### src/rtl/ets_pkg.sv
// Shared constants, token record types and helper functions for the
// expression token scanner. No dependencies.
package ets_pkg;

  // Internal counter widths
  localparam int POSITION_BITS = 16;
  localparam int OFFSET_BITS   = 32;
  localparam int LENGTH_BITS   = 16;

  // Record queue between front and back
  localparam int QUEUE_DEPTH = 4;
  localparam int QPTR_BITS   = $clog2(QUEUE_DEPTH);
  localparam int MAX_RECS    = 3;

  // Scan modes
  localparam logic [1:0] MODE_IDLE   = 2'd0;
  localparam logic [1:0] MODE_IDENT  = 2'd1;
  localparam logic [1:0] MODE_NUMBER = 2'd2;

  // Token kinds
  localparam logic [2:0] KIND_NUMBER  = 3'd0;
  localparam logic [2:0] KIND_IDENT   = 3'd1;
  localparam logic [2:0] KIND_PLUS    = 3'd2;
  localparam logic [2:0] KIND_STAR    = 3'd3;
  localparam logic [2:0] KIND_LPAREN  = 3'd4;
  localparam logic [2:0] KIND_RPAREN  = 3'd5;
  localparam logic [2:0] KIND_UNKNOWN = 3'd6;
  localparam logic [2:0] KIND_EOF     = 3'd7;

  // Characters
  localparam logic [7:0] CH_SPACE   = 8'h20;
  localparam logic [7:0] CH_NEWLINE = 8'h0A;
  localparam logic [7:0] CH_POINT   = 8'h2E;
  localparam logic [7:0] CH_STAR    = 8'h2A;
  localparam logic [7:0] CH_LPAREN  = 8'h28;
  localparam logic [7:0] CH_RPAREN  = 8'h29;
  localparam logic [7:0] CH_PLUS    = 8'h2B;

  typedef struct packed {
    logic [2:0]  kind;
    logic [15:0] line;
    logic [15:0] column;
    logic [31:0] start_offset;
    logic [15:0] length;
    logic [7:0]  single_char;
    logic        zero_appended;
    logic        last_of_run;
  } tok_rec_t;

  // All records caused by one input transfer
  typedef struct packed {
    logic [1:0]                 count;
    tok_rec_t [MAX_RECS-1:0]    recs;
  } tok_bundle_t;

  typedef struct packed {
    logic        valid;
    tok_bundle_t bundle;
  } q_push_t;

  typedef struct packed {
    logic        valid;
    tok_bundle_t bundle;
  } q_head_t;

  function automatic logic is_letter(input logic [7:0] c);
    logic [7:0] l;
    l = c | 8'h20;
    return (l >= 8'h61) && (l <= 8'h7A);
  endfunction

  function automatic logic is_digit(input logic [7:0] c);
    return (c >= 8'h30) && (c <= 8'h39);
  endfunction

  function automatic logic [POSITION_BITS-1:0] inc_pos(input logic [POSITION_BITS-1:0] v);
    return (v == '1) ? v : v + 1'b1;
  endfunction

  function automatic logic [OFFSET_BITS-1:0] inc_off(input logic [OFFSET_BITS-1:0] v);
    return (v == '1) ? v : v + 1'b1;
  endfunction

  function automatic logic [LENGTH_BITS-1:0] inc_len(input logic [LENGTH_BITS-1:0] v);
    return (v == '1) ? v : v + 1'b1;
  endfunction

  function automatic logic [15:0] clamp_pos(input logic [POSITION_BITS-1:0] v);
    logic [47:0] w;
    w = 48'(v);
    return (w > 48'h0000_0000_FFFF) ? 16'hFFFF : w[15:0];
  endfunction

  function automatic logic [31:0] clamp_off(input logic [OFFSET_BITS-1:0] v);
    logic [63:0] w;
    w = 64'(v);
    return (w > 64'h0000_0000_FFFF_FFFF) ? 32'hFFFF_FFFF : w[31:0];
  endfunction

endpackage

### src/rtl/ets_in_if.sv
// Source byte channel: valid/ready handshake with byte, byte-present flag
// and end-of-source mark. No dependencies.
interface ets_in_if;
  logic       valid;
  logic       ready;
  logic [7:0] ch;
  logic       ch_valid;
  logic       end_of_source;

  modport source(output valid, ch, ch_valid, end_of_source, input ready);
  modport sink(input valid, ch, ch_valid, end_of_source, output ready);
endinterface

### src/rtl/ets_out_if.sv
// Token record channel: valid/ready handshake with one token record per
// transfer. No dependencies.
interface ets_out_if;
  logic        valid;
  logic        ready;
  logic [2:0]  kind;
  logic [15:0] line;
  logic [15:0] column;
  logic [31:0] start_offset;
  logic [15:0] length;
  logic [7:0]  single_char;
  logic        zero_appended;
  logic        last_of_run;

  modport source(output valid, kind, line, column, start_offset, length, single_char,
                 zero_appended, last_of_run, input ready);
  modport sink(input valid, kind, line, column, start_offset, length, single_char,
               zero_appended, last_of_run, output ready);
endinterface

### src/rtl/ets_front.sv
// Scanner front: accepts source bytes, tracks position and token state,
// and builds the bundle of records each byte causes. Uses ets_pkg, ets_in_if.
module ets_front import ets_pkg::*; (
  input  logic       clk,
  input  logic       rst,
  ets_in_if.sink     src,
  output q_push_t    push,
  input  logic       q_full
);

  logic [1:0]               mode, mode_next;
  logic                     point_seen, point_seen_next;
  logic                     last_was_point, last_was_point_next;
  logic [POSITION_BITS-1:0] line, line_next;
  logic [POSITION_BITS-1:0] col, col_next;
  logic [OFFSET_BITS-1:0]   off, off_next;
  logic [POSITION_BITS-1:0] tok_col, tok_col_next;
  logic [OFFSET_BITS-1:0]   tok_off, tok_off_next;
  logic [LENGTH_BITS-1:0]   tok_len, tok_len_next;

  logic accept;

  function automatic tok_rec_t mk_rec(input logic [2:0] kind,
                                      input logic [POSITION_BITS-1:0] ln,
                                      input logic [POSITION_BITS-1:0] cl,
                                      input logic [OFFSET_BITS-1:0] of,
                                      input logic [LENGTH_BITS-1:0] ln_tok,
                                      input logic [7:0] sc,
                                      input logic za);
    tok_rec_t r;
    r.kind          = kind;
    r.line          = clamp_pos(ln);
    r.column        = clamp_pos(cl);
    r.start_offset  = clamp_off(of);
    r.length        = 16'(ln_tok);
    r.single_char   = sc;
    r.zero_appended = za;
    r.last_of_run   = 1'b0;
    return r;
  endfunction

  assign src.ready = !q_full;
  assign accept    = src.valid && src.ready;

  always_comb begin
    logic                     alnum, extend, in_ident, in_number;
    logic [1:0]               m_mode;
    logic                     m_ps, m_lwp;
    logic [POSITION_BITS-1:0] m_line, m_col, m_tcol;
    logic [OFFSET_BITS-1:0]   m_off, m_toff;
    logic [LENGTH_BITS-1:0]   m_tlen;
    logic [2:0]               pkind;
    tok_rec_t [3:0]           cand;
    logic [3:0]               en;
    tok_rec_t [3:0]           slot;
    logic [2:0]               n;

    alnum     = is_letter(src.ch) || is_digit(src.ch);
    in_ident  = (mode == MODE_IDENT);
    in_number = (mode == MODE_NUMBER);
    extend    = src.ch_valid &&
                ((in_ident && alnum) ||
                 (in_number && (is_digit(src.ch) || (src.ch == CH_POINT && !point_seen))));

    m_mode = mode;  m_ps = point_seen;  m_lwp = last_was_point;
    m_line = line;  m_col = col;        m_off = off;
    m_tcol = tok_col; m_toff = tok_off; m_tlen = tok_len;

    unique case (src.ch)
      CH_PLUS:   pkind = KIND_PLUS;
      CH_STAR:   pkind = KIND_STAR;
      CH_LPAREN: pkind = KIND_LPAREN;
      CH_RPAREN: pkind = KIND_RPAREN;
      default:   pkind = KIND_UNKNOWN;
    endcase

    // candidate 0: pending token closed by this byte
    cand[0] = mk_rec(in_ident ? KIND_IDENT : KIND_NUMBER, line, tok_col, tok_off, tok_len,
                     8'h00, in_number && last_was_point);
    en[0]   = src.ch_valid && !extend && (in_ident || in_number);
    // candidate 1: one-character token
    cand[1] = mk_rec(pkind, line, col, off, LENGTH_BITS'(1), src.ch, 1'b0);
    en[1]   = 1'b0;

    if (src.ch_valid) begin
      if (extend) begin
        m_tlen = inc_len(tok_len);
        m_col  = inc_pos(col);
        m_off  = inc_off(off);
        if (in_number) begin
          if (src.ch == CH_POINT) begin
            m_ps  = 1'b1;
            m_lwp = 1'b1;
          end else begin
            m_lwp = 1'b0;
          end
        end
      end else begin
        m_mode = MODE_IDLE;
        m_ps   = 1'b0;
        m_lwp  = 1'b0;
        m_tlen = '0;
        if (src.ch == CH_SPACE) begin
          m_col = inc_pos(col);
          m_off = inc_off(off);
        end else if (src.ch == CH_NEWLINE) begin
          m_line = inc_pos(line);
          m_col  = POSITION_BITS'(1);
          m_off  = inc_off(off);
        end else if (alnum) begin
          m_mode = is_letter(src.ch) ? MODE_IDENT : MODE_NUMBER;
          m_tcol = col;
          m_toff = off;
          m_tlen = LENGTH_BITS'(1);
          m_col  = inc_pos(col);
          m_off  = inc_off(off);
        end else begin
          en[1] = 1'b1;
          m_col = inc_pos(col);
          m_off = inc_off(off);
        end
      end
    end

    // candidates 2, 3: end of source closes pending token, then eof
    cand[2] = mk_rec((m_mode == MODE_IDENT) ? KIND_IDENT : KIND_NUMBER, m_line, m_tcol,
                     m_toff, m_tlen, 8'h00, (m_mode == MODE_NUMBER) && m_lwp);
    en[2]   = src.end_of_source && ((m_mode == MODE_IDENT) || (m_mode == MODE_NUMBER));
    cand[3] = mk_rec(KIND_EOF, m_line, m_col, m_off, '0, 8'h00, 1'b0);
    en[3]   = src.end_of_source;

    // compact enabled candidates into slots
    slot = '0;
    n    = '0;
    for (int i = 0; i < 4; i++) begin
      if (en[i]) begin
        slot[n[1:0]] = cand[i];
        n = n + 3'd1;
      end
    end
    for (int i = 0; i < MAX_RECS; i++) begin
      slot[i].last_of_run = (3'(i) == n - 3'd1);
    end

    push.valid         = accept && (n != 3'd0);
    push.bundle.count  = n[1:0];
    push.bundle.recs   = slot[MAX_RECS-1:0];

    if (src.end_of_source) begin
      mode_next           = MODE_IDLE;
      point_seen_next     = 1'b0;
      last_was_point_next = 1'b0;
      line_next           = POSITION_BITS'(1);
      col_next            = POSITION_BITS'(1);
      off_next            = '0;
      tok_col_next        = '0;
      tok_off_next        = '0;
      tok_len_next        = '0;
    end else begin
      mode_next           = m_mode;
      point_seen_next     = m_ps;
      last_was_point_next = m_lwp;
      line_next           = m_line;
      col_next            = m_col;
      off_next            = m_off;
      tok_col_next        = m_tcol;
      tok_off_next        = m_toff;
      tok_len_next        = m_tlen;
    end
  end

  always_ff @(posedge clk) begin
    if (rst) begin
      mode           <= MODE_IDLE;
      point_seen     <= 1'b0;
      last_was_point <= 1'b0;
      line           <= POSITION_BITS'(1);
      col            <= POSITION_BITS'(1);
      off            <= '0;
      tok_col        <= '0;
      tok_off        <= '0;
      tok_len        <= '0;
    end else if (accept) begin
      mode           <= mode_next;
      point_seen     <= point_seen_next;
      last_was_point <= last_was_point_next;
      line           <= line_next;
      col            <= col_next;
      off            <= off_next;
      tok_col        <= tok_col_next;
      tok_off        <= tok_off_next;
      tok_len        <= tok_len_next;
    end
  end

endmodule

### src/rtl/ets_queue.sv
// Bundle queue between scanner front and record back end.
// Uses ets_pkg.
module ets_queue import ets_pkg::*; (
  input  logic    clk,
  input  logic    rst,
  input  q_push_t push,
  output logic    full,
  output q_head_t head,
  input  logic    pop
);

  tok_bundle_t          mem [QUEUE_DEPTH];
  logic [QPTR_BITS-1:0] wr_ptr, rd_ptr;
  logic [QPTR_BITS:0]   count;
  logic                 do_push, do_pop;

  assign full        = (count == (QPTR_BITS+1)'(QUEUE_DEPTH));
  assign do_push     = push.valid && !full;
  assign do_pop      = pop && (count != '0);
  assign head.valid  = (count != '0);
  assign head.bundle = mem[rd_ptr];

  always_ff @(posedge clk) begin
    if (do_push) begin
      mem[wr_ptr] <= push.bundle;
    end
  end

  always_ff @(posedge clk) begin
    if (rst) begin
      wr_ptr <= '0;
      rd_ptr <= '0;
      count  <= '0;
    end else begin
      if (do_push) wr_ptr <= wr_ptr + 1'b1;
      if (do_pop)  rd_ptr <= rd_ptr + 1'b1;
      count <= count + (QPTR_BITS+1)'(do_push) - (QPTR_BITS+1)'(do_pop);
    end
  end

endmodule

### src/rtl/ets_back.sv
// Record back end: takes one bundle at a time from the queue and sends its
// records out one per transfer. Uses ets_pkg, ets_out_if.
module ets_back import ets_pkg::*; (
  input  logic       clk,
  input  logic       rst,
  input  q_head_t    head,
  output logic       pop,
  ets_out_if.source  tok
);

  logic        busy;
  tok_bundle_t cur;
  logic [1:0]  idx;
  logic        xfer, done, load;
  tok_rec_t    rec;

  assign xfer = tok.valid && tok.ready;
  assign done = xfer && (idx == cur.count - 2'd1);
  assign load = head.valid && (!busy || done);
  assign pop  = load;

  always_comb begin
    case (idx)
      2'd1:    rec = cur.recs[1];
      2'd2:    rec = cur.recs[2];
      default: rec = cur.recs[0];
    endcase
  end

  assign tok.valid         = busy;
  assign tok.kind          = rec.kind;
  assign tok.line          = rec.line;
  assign tok.column        = rec.column;
  assign tok.start_offset  = rec.start_offset;
  assign tok.length        = rec.length;
  assign tok.single_char   = rec.single_char;
  assign tok.zero_appended = rec.zero_appended;
  assign tok.last_of_run   = rec.last_of_run;

  always_ff @(posedge clk) begin
    if (rst) begin
      busy <= 1'b0;
      idx  <= '0;
    end else if (load) begin
      busy <= 1'b1;
      idx  <= '0;
    end else if (done) begin
      busy <= 1'b0;
    end else if (xfer) begin
      idx <= idx + 2'd1;
    end
  end

  always_ff @(posedge clk) begin
    if (load) begin
      cur <= head.bundle;
    end
  end

endmodule

### src/rtl/expression_token_scanner.sv
// Expression token scanner: takes one source byte per transfer on src and
// sends token records on tok. A byte may cause zero to three records (a
// pending identifier or number it closes, a one-character token, and on
// end of source the final eof record); the records of one byte leave in
// order, the last one flagged last_of_run. The front takes a new byte every
// cycle while the four-entry bundle queue has room, so a burst of bytes is
// scanned at one byte per cycle; the back end sends one record per cycle
// while tok is ready, so the sustained rate is one byte per cycle whenever
// bytes average at most one record each and tok stays ready. A record is
// written into the queue at the byte transfer, then registered into the
// back end once that is idle or sends its last record, and is then valid
// on tok. Line, column and offsets saturate; after end of source all
// state returns to its reset values and a new source text begins. Depends
// on ets_pkg, ets_in_if, ets_out_if, ets_front, ets_queue and ets_back.
module expression_token_scanner import ets_pkg::*; (
  input  logic      clk,
  input  logic      rst,
  ets_in_if.sink    src,
  ets_out_if.source tok
);

  q_push_t push;
  logic    q_full;
  q_head_t head;
  logic    pop;

  // classify bytes, keep position and token state
  ets_front u_front (
    .clk    (clk),
    .rst    (rst),
    .src    (src),
    .push   (push),
    .q_full (q_full)
  );

  // decouples scanning from record output stalls
  ets_queue u_queue (
    .clk  (clk),
    .rst  (rst),
    .push (push),
    .full (q_full),
    .head (head),
    .pop  (pop)
  );

  // one record per transfer
  ets_back u_back (
    .clk  (clk),
    .rst  (rst),
    .head (head),
    .pop  (pop),
    .tok  (tok)
  );

endmodule

### src/flat_wrapper.sv
// flat-port wrapper written by rule: the top's interface ports become plain ports
module expression_token_scanner_flat import ets_pkg::*;
  (clk, rst, src_valid, src_ch, src_ch_valid, src_end_of_source, src_ready, tok_valid, tok_kind, tok_line, tok_column, tok_start_offset, tok_length, tok_single_char, tok_zero_appended, tok_last_of_run, tok_ready);
  ets_in_if src_i ();
  ets_out_if tok_i ();
  input  logic clk;
  input  logic rst;
  input wire logic [$bits(src_i.valid)-1:0] src_valid;
  input wire logic [$bits(src_i.ch)-1:0] src_ch;
  input wire logic [$bits(src_i.ch_valid)-1:0] src_ch_valid;
  input wire logic [$bits(src_i.end_of_source)-1:0] src_end_of_source;
  output wire logic [$bits(src_i.ready)-1:0] src_ready;
  output wire logic [$bits(tok_i.valid)-1:0] tok_valid;
  output wire logic [$bits(tok_i.kind)-1:0] tok_kind;
  output wire logic [$bits(tok_i.line)-1:0] tok_line;
  output wire logic [$bits(tok_i.column)-1:0] tok_column;
  output wire logic [$bits(tok_i.start_offset)-1:0] tok_start_offset;
  output wire logic [$bits(tok_i.length)-1:0] tok_length;
  output wire logic [$bits(tok_i.single_char)-1:0] tok_single_char;
  output wire logic [$bits(tok_i.zero_appended)-1:0] tok_zero_appended;
  output wire logic [$bits(tok_i.last_of_run)-1:0] tok_last_of_run;
  input wire logic [$bits(tok_i.ready)-1:0] tok_ready;
  assign src_i.valid = src_valid;
  assign src_i.ch = src_ch;
  assign src_i.ch_valid = src_ch_valid;
  assign src_i.end_of_source = src_end_of_source;
  assign src_ready = src_i.ready;
  assign tok_valid = tok_i.valid;
  assign tok_kind = tok_i.kind;
  assign tok_line = tok_i.line;
  assign tok_column = tok_i.column;
  assign tok_start_offset = tok_i.start_offset;
  assign tok_length = tok_i.length;
  assign tok_single_char = tok_i.single_char;
  assign tok_zero_appended = tok_i.zero_appended;
  assign tok_last_of_run = tok_i.last_of_run;
  assign tok_i.ready = tok_ready;
  expression_token_scanner u_core (.clk(clk), .rst(rst), .src(src_i), .tok(tok_i));
endmodule
### config.mk
export PLATFORM = sky130hd
export DESIGN_NAME = expression_token_scanner_flat
export DESIGN_NICKNAME = d
export VERILOG_FILES = /design/src/rtl/ets_pkg.sv /design/src/rtl/ets_in_if.sv /design/src/rtl/ets_out_if.sv /design/src/rtl/ets_front.sv /design/src/rtl/ets_queue.sv /design/src/rtl/ets_back.sv /design/src/rtl/expression_token_scanner.sv /design/src/flat_wrapper.sv
export SDC_FILE = /design/constraint.sdc
export NUM_CORES = 2
export LEC_CHECK = 0
export BUFFER_PORTS_ARGS = -buffer_cell sky130_fd_sc_hd__buf_2
export CAP_MARGIN = 0
export CORE_MARGIN = 5
export CORE_UTILIZATION = 56
export DETAILED_ROUTE_END_ITERATION = 8
export GPL_TIMING_DRIVEN = 0
export PLACE_DENSITY = 0.74
export SLEW_MARGIN = 0
export SYNTH_ARGS = -nofsm -noshare
export SYNTH_HDL_FRONTEND = slang
export SYNTH_HIERARCHICAL = 1
export SYNTH_SLANG_ARGS = --single-unit
export TNS_END_PERCENT = 5
### constraint.sdc
create_clock -name clk -period 10.5 [get_ports clk]
set_clock_uncertainty 0.1 [all_clocks]
set_input_delay 0.525 -clock clk [delete_from_list [all_inputs] [get_ports clk]]
set_output_delay 0.525 -clock clk [all_outputs]
set_load 0.02 [all_outputs]
Word-level counts from Yosys, hierarchy flattened. Memory sizes are Yosys's and may differ from the RTL's. A register that Yosys moved wholly into a read port is not among the register bits. Cells that the tools add are included.

Output and inout port bits: 95. Memories kept: 1. RAM bits: 1124. Input port bits: 14. Logic and storage cells: 183. Register bits after elaboration: 142.

Reduce and logical (&&, ||, !) cells: 39. Mux-type cells: 81. Order comparisons: 10. Bitwise logic cells: 1. Add/subtract/negate cells: 14. Eq/ne operators: 23.

Memory list: u_core.u_queue.mem (depth 4, width 281, read ports 1, clocked after Yosys merged registers in 1, write ports 1, line ets_queue.sv:12) `tok_bundle_t mem [QUEUE_DEPTH];`.

Operator list (number): $bwmux 372 (3); $mux 372 (2); $demux 93 s2 (3); $mux 16 (22); $mux 32 (9); $mux 279 (1); $mux 93 (3); $pmux 93 s2 (1); $mux 91 (1); $add 16x1->16 const B (3); $eq 16x16->1 const B (3); $eq 8x6->1 const B (6); $add 32x1->32 const B (1); $eq 32x32->1 const B (1); $mux 1 (25); $logic_and 1x1->1 (21); $mux 2 (7); $pmux 3 s4 (1); $add 3x1->3 const B (3); $lt 2x3->1 const B (3); $mux 3 (3); $eq 8x4->1 const B (1); $ge 8x6->1 const B (1); $ge 8x7->1 const B (1); other kinds (24) (43).

Depth between registers and ports, before layout.
Depth in word-level cells: 21. Gate-level depth with buffers: 28. Gate-level depth less buffers: 27.

Hierarchy. The synthesis kept the hierarchy.

By module, submodules not included: ets_queue (area an instance 40896.7 µm², times used 1, cells each 1516); ets_front (area an instance 12062.8 µm², times used 1, cells each 1764); ets_back (area an instance 10361.2 µm², times used 1, cells each 628).

Worst setup path before layout. No wires, ideal clock.

Path type: input-to-reg. Start: input port src_ch[7]. End: memory u_core/u_queue/mem[2][0] (netlist bit), enable pin. Data arrival time: 10392 ps. Stages: 17. Library setup time: 678 ps. Path buffers: 1. Data required time: 9722 ps. Path slack: -670 ps. Cells stage by stage: or4_4 o31ai_4 or2_2 clkbuf_1 nor2_1 a21o_1 ha_1 nand2b_1 o21ai_0 ha_1 nor2_1 and3_1 a21oi_1 o21a_1 inv_1 nor2_1 and2_1.

RTL lines: start: declaration (line flat_wrapper.sv:9) `input wire logic [$bits(src_i.ch)-1:0] src_ch;`; end: declaration (line ets_queue.sv:12).

==> flow_summary_export.csv <==
group,metric,value,unit
detailed_routing,route.met2.wl,85.4,mm
detailed_routing,top_layer_used,"met5",
critical_path,r2r-start,"u_core/u_front/mode[1]",
global_routing,grt.overflow.total,0,
critical_path,cp-end-kind,"flop",
logic_synthesis,synth_area_leaders,"edfxtp_1 67%, mux4_2 10%, dfxtp_1 4.6%, o21ai_0 1.9%, nand2_1 1.6%",
global_routing,grt_max_degree,59,
timing,whs,76.7,ps
detailed_routing,vias,39167,
outcome,status,"finished, violations left",
detailed_routing,routed_wl,181,mm
finish,drive_gt1_share,18.3,%
detailed_routing,wl_met1,67.3,mm
critical_path,critPathKind,"reg -> reg",
min_path,worstHoldEndpoint,"u_core/u_back/tok.valid",
timing,finalSetupViolations,0,
min_path,min_path_cells,2,
detailed_routing,wl_per_cell,31.0,um
detailed_routing,drt_first_iter_violations,5559,
logic_synthesis,ys_seq_area_share,71.2,%
critical_path,r2r_slack,2650,ps
clocking,ctsRootBufferMaster,"clkbuf_16",
clocking,cts_made_buffers,155,
detailed_routing,drc,0,
min_path,hp-start,"rst",
timing,hold_viol,0,
logic_synthesis,netlist_top_cells_count,"1405 x edfxtp_1, 281 x mux4_2, 278 x nand2_1",
detailed_routing,avgViaCountPerCell,6.71,
detailed_routing,routed-wl-met3,19.5,mm
clocking,post_cts_buffers,0,
logic_synthesis,synthCells,3908,
floorplanning,die_w,346,um
clocking,cts_resized,0,
pwr,leakagePower,0.0225,uW
critical_path,crit_buf_inv,5,
clocking,hold_buffers,0,
global_routing,grt_pass1_wl,262,mm
critical_path,slowest_stage,"a21oi_1",
pwr,ir_worst_vdd,0.161,mV
clocking,clock_latency,770,ps
logic_synthesis,synth_seq_cells,1549,
timing,rsz0062_at_grt,"no",
clocking,htree_levels,4,
timing,tightest_slew,1550,ps
clocking,clock_path_buffers,3,
global_routing,grt_use_total,29.7,%
pwr,powerDensity,242,nW/um^2
timing,period_share,74.8,%
timing,period_minus_slack,7850,ps
finish,finalInstanceArea,71600,sq um
critical_path,reg2reg_depth,21,
timing,slew_headroom,-3.47,%
logic_synthesis,synth.most_common_cell,"edfxtp_1",
outcome,failed_checks,"max-capacitance violations, max-slew violations",
logic_synthesis,synth_cell_types,88,
detailed_routing,first_pass_iters,7,
floorplanning,ios,109,
critical_path,cp.required,10800,ps
logic_synthesis,synthFlopType,"edfxtp_1",
min_path,hold_path.class,"in -> reg",
placement,gp_congestion,1.01,
floorplanning,start_util,56.4,%
critical_path,rr_endpoint,"u_core/u_queue/mem[0][53]",
logic_synthesis,synth-edff-count,1405,
floorplanning,die_y,346,um
critical_path,worstPathCellList,"inv_1 -> ha_1 -> inv_1 -> o31ai_1 -> or2_2 -> clkbuf_1 -> nor2_1 -> a21o_1 -> ha_1 -> nand2b_1 -> nand2_1 -> o21ai_0 -> inv_1 -> ha_1 -> nand2_1 -> clkbuf_1 -> nand2_1 -> a21oi_2 -> a21oi_1 -> a21oi_1 -> a211oi_1",
critical_path,startpoint_type,"flop",
clocking,cts_tree,"yes",
timing,fmax,127,MHz
placement,dpl_worst_slack,2450,ps
logic_synthesis,synthesis.area,63300,sq um
timing,fin_setup_tns,0,ps
critical_path,cp_max_fo,10,
critical_path,arrival,8150,ps
timing,report.final.slew_viol_count,11,
logic_synthesis,syn_avg_cell_area,16.2,sq um
placement,port_buffers,107,
logic_synthesis,synth_top_cell_area_share,66.6,%
floorplanning,rows,123,
clocking,cts_sinks,1549,
floorplanning,core_area,112000,sq um
logic_synthesis,synthArstFlopShare,0,%
global_routing,antenna_found_initial,12,
logic_synthesis,synth.largest_area_cell,"edfxtp_1",
logic_synthesis,yosysWarnings,6,
placement,dpl_cell_area,66500,sq um
flow_run,maxCapViolCount,1,
finish,area_growth,13.1,%
critical_path,cp_top_family,"compound AO/OA/AOI/OAI gates",
global_routing,grt_pass1_vias,37997,
finish,nNetsFinal,4244,
floorplanning,die_area,120000,sq um
timing,timing.final.ws_setup,2650,ps
placement,hpwl,116,mm
clocking,clk_pin_slew,70,ps
critical_path,cpPeakStageDelay,1190,ps
detailed_routing,ant_nets,0,
worst reg2reg max path, stage by stage, from the launching register on:
cell,delay [ps]
dfxtp_1,340
inv_1,70
ha_1,260
inv_1,120
o31ai_1,810
or2_2,270
clkbuf_1,570
nor2_1,140
a21o_1,200
ha_1,400
nand2b_1,250
nand2_1,100
o21ai_0,160
inv_1,130
ha_1,220
nand2_1,80
clkbuf_1,410
nand2_1,600
a21oi_2,90
a21oi_1,1190
a21oi_1,150
a211oi_1,840
power breakdown:
group | leakage [uW] | total, uW | internal (uW) | switching [uW]
clock | 0.00249 | 5560 | 3230 | 2330
combinational | 0.00613 | 3590 | 1310 | 2280
sequential | 0.0139 | 8180 | 7910 | 263
per-stage QoR:
stage / utilization (%) / instances / power, uW
after global routing: 63.7 / 5830 / 17900
after detailed placement: 59.2 / 5549 / 11900
final: 63.7 / 5834 / 17300
after global placement: 58.5 / 5522 / 11900
after CTS: 63.7 / 5829 / 17400
after floorplan: - / 3915 / 10700
state kept, by name, summed over array words and instances (netlist names), named ones only:
| name | flops |
|---|---|
| u_core/u_queue/mem | 1124 |
| u_core/u_front/line | 16 |
| u_core/u_back/idx | 2 |
| u_core/u_queue/rd_ptr | 2 |
| u_core/u_front/off | 32 |
| u_core/u_front/tok_len | 16 |
| u_core/u_front/tok_col | 16 |
| u_core/u_queue/wr_ptr | 2 |
| u_core/u_back/tok.valid | 1 |
| u_core/u_back/cur | 281 |
| u_core/u_front/col | 16 |
| u_core/u_front/tok_off | 32 |
| u_core/u_front/last_was_point | 1 |
| u_core/u_queue/count | 3 |
| u_core/u_front/mode | 2 |
| u_core/u_front/point_seen | 1 |
layout by cell type (no fill, tap or decap), types with 41 or more instances in the layout:
cell type	instances
buf_2	186
a221oi_1	42
dfxtp_1	144
nor3_1	52
a21oi_1	100
clkbuf_1	210
edfxtp_1	1405
o21ai_1	41
nor2_1	198
clkbuf_16	161
inv_1	48
o21ai_0	244
o22ai_1	44
a22o_1	44
mux2i_1	43
nand2_1	278
nand3_1	54
a22oi_1	110
mux4_2	281
layout make-up:
type | instances | area [sq um]
Tap cell | 1500 | 1880
Antenna cell | 4 | 10.0
Clock buffer | 193 | 4190
Inverter | 51 | 191
Sequential cell | 1549 | 45100
Fill cell | 7815 | 40700
Multi-Input combinational cell | 2004 | 16700
Timing Repair Buffer | 135 | 1250
Clock inverter | 87 | 916
Buffer | 311 | 1400
how the worst max path moves through the flow:
stage                                       from                    endpoint  slack, ps  cells past startpoint
after floorplan                        src_ch[7]    u_core/u_queue/mem[3][0]       -670                     17
after global placement                 src_ch[3]   u_core/u_queue/mem[1][42]      -7420                     19
after detailed placement               src_ch[3]  u_core/u_queue/mem[2][172]       2450                     19
after CTS                 u_core/u_front/mode[1]  u_core/u_queue/mem[2][180]       2750                     19
after global routing      u_core/u_front/mode[1]   u_core/u_queue/mem[2][19]       2660                     20
final                     u_core/u_front/mode[1]   u_core/u_queue/mem[0][53]       2650                     21
metal layers:
metal	global-route usage [%]	up-vias
met2	47.0	2627
li1	-	16192
met5	0	-
met4	12.7	4
met3	6.72	456
met1	40.4	19888
kinds of logic after synthesis:
logic type,Yosys count,synth area share [%]
flops,1549,71.2
compound gates,820,8.62
simple gates,766,5.65
buf+inv,362,2.51
mux,326,10.7
xor+xnor,61,0.856
fa+ha+maj,23,0.466
other cells,1,0.00592
Power figures use the tool's default switching activity.
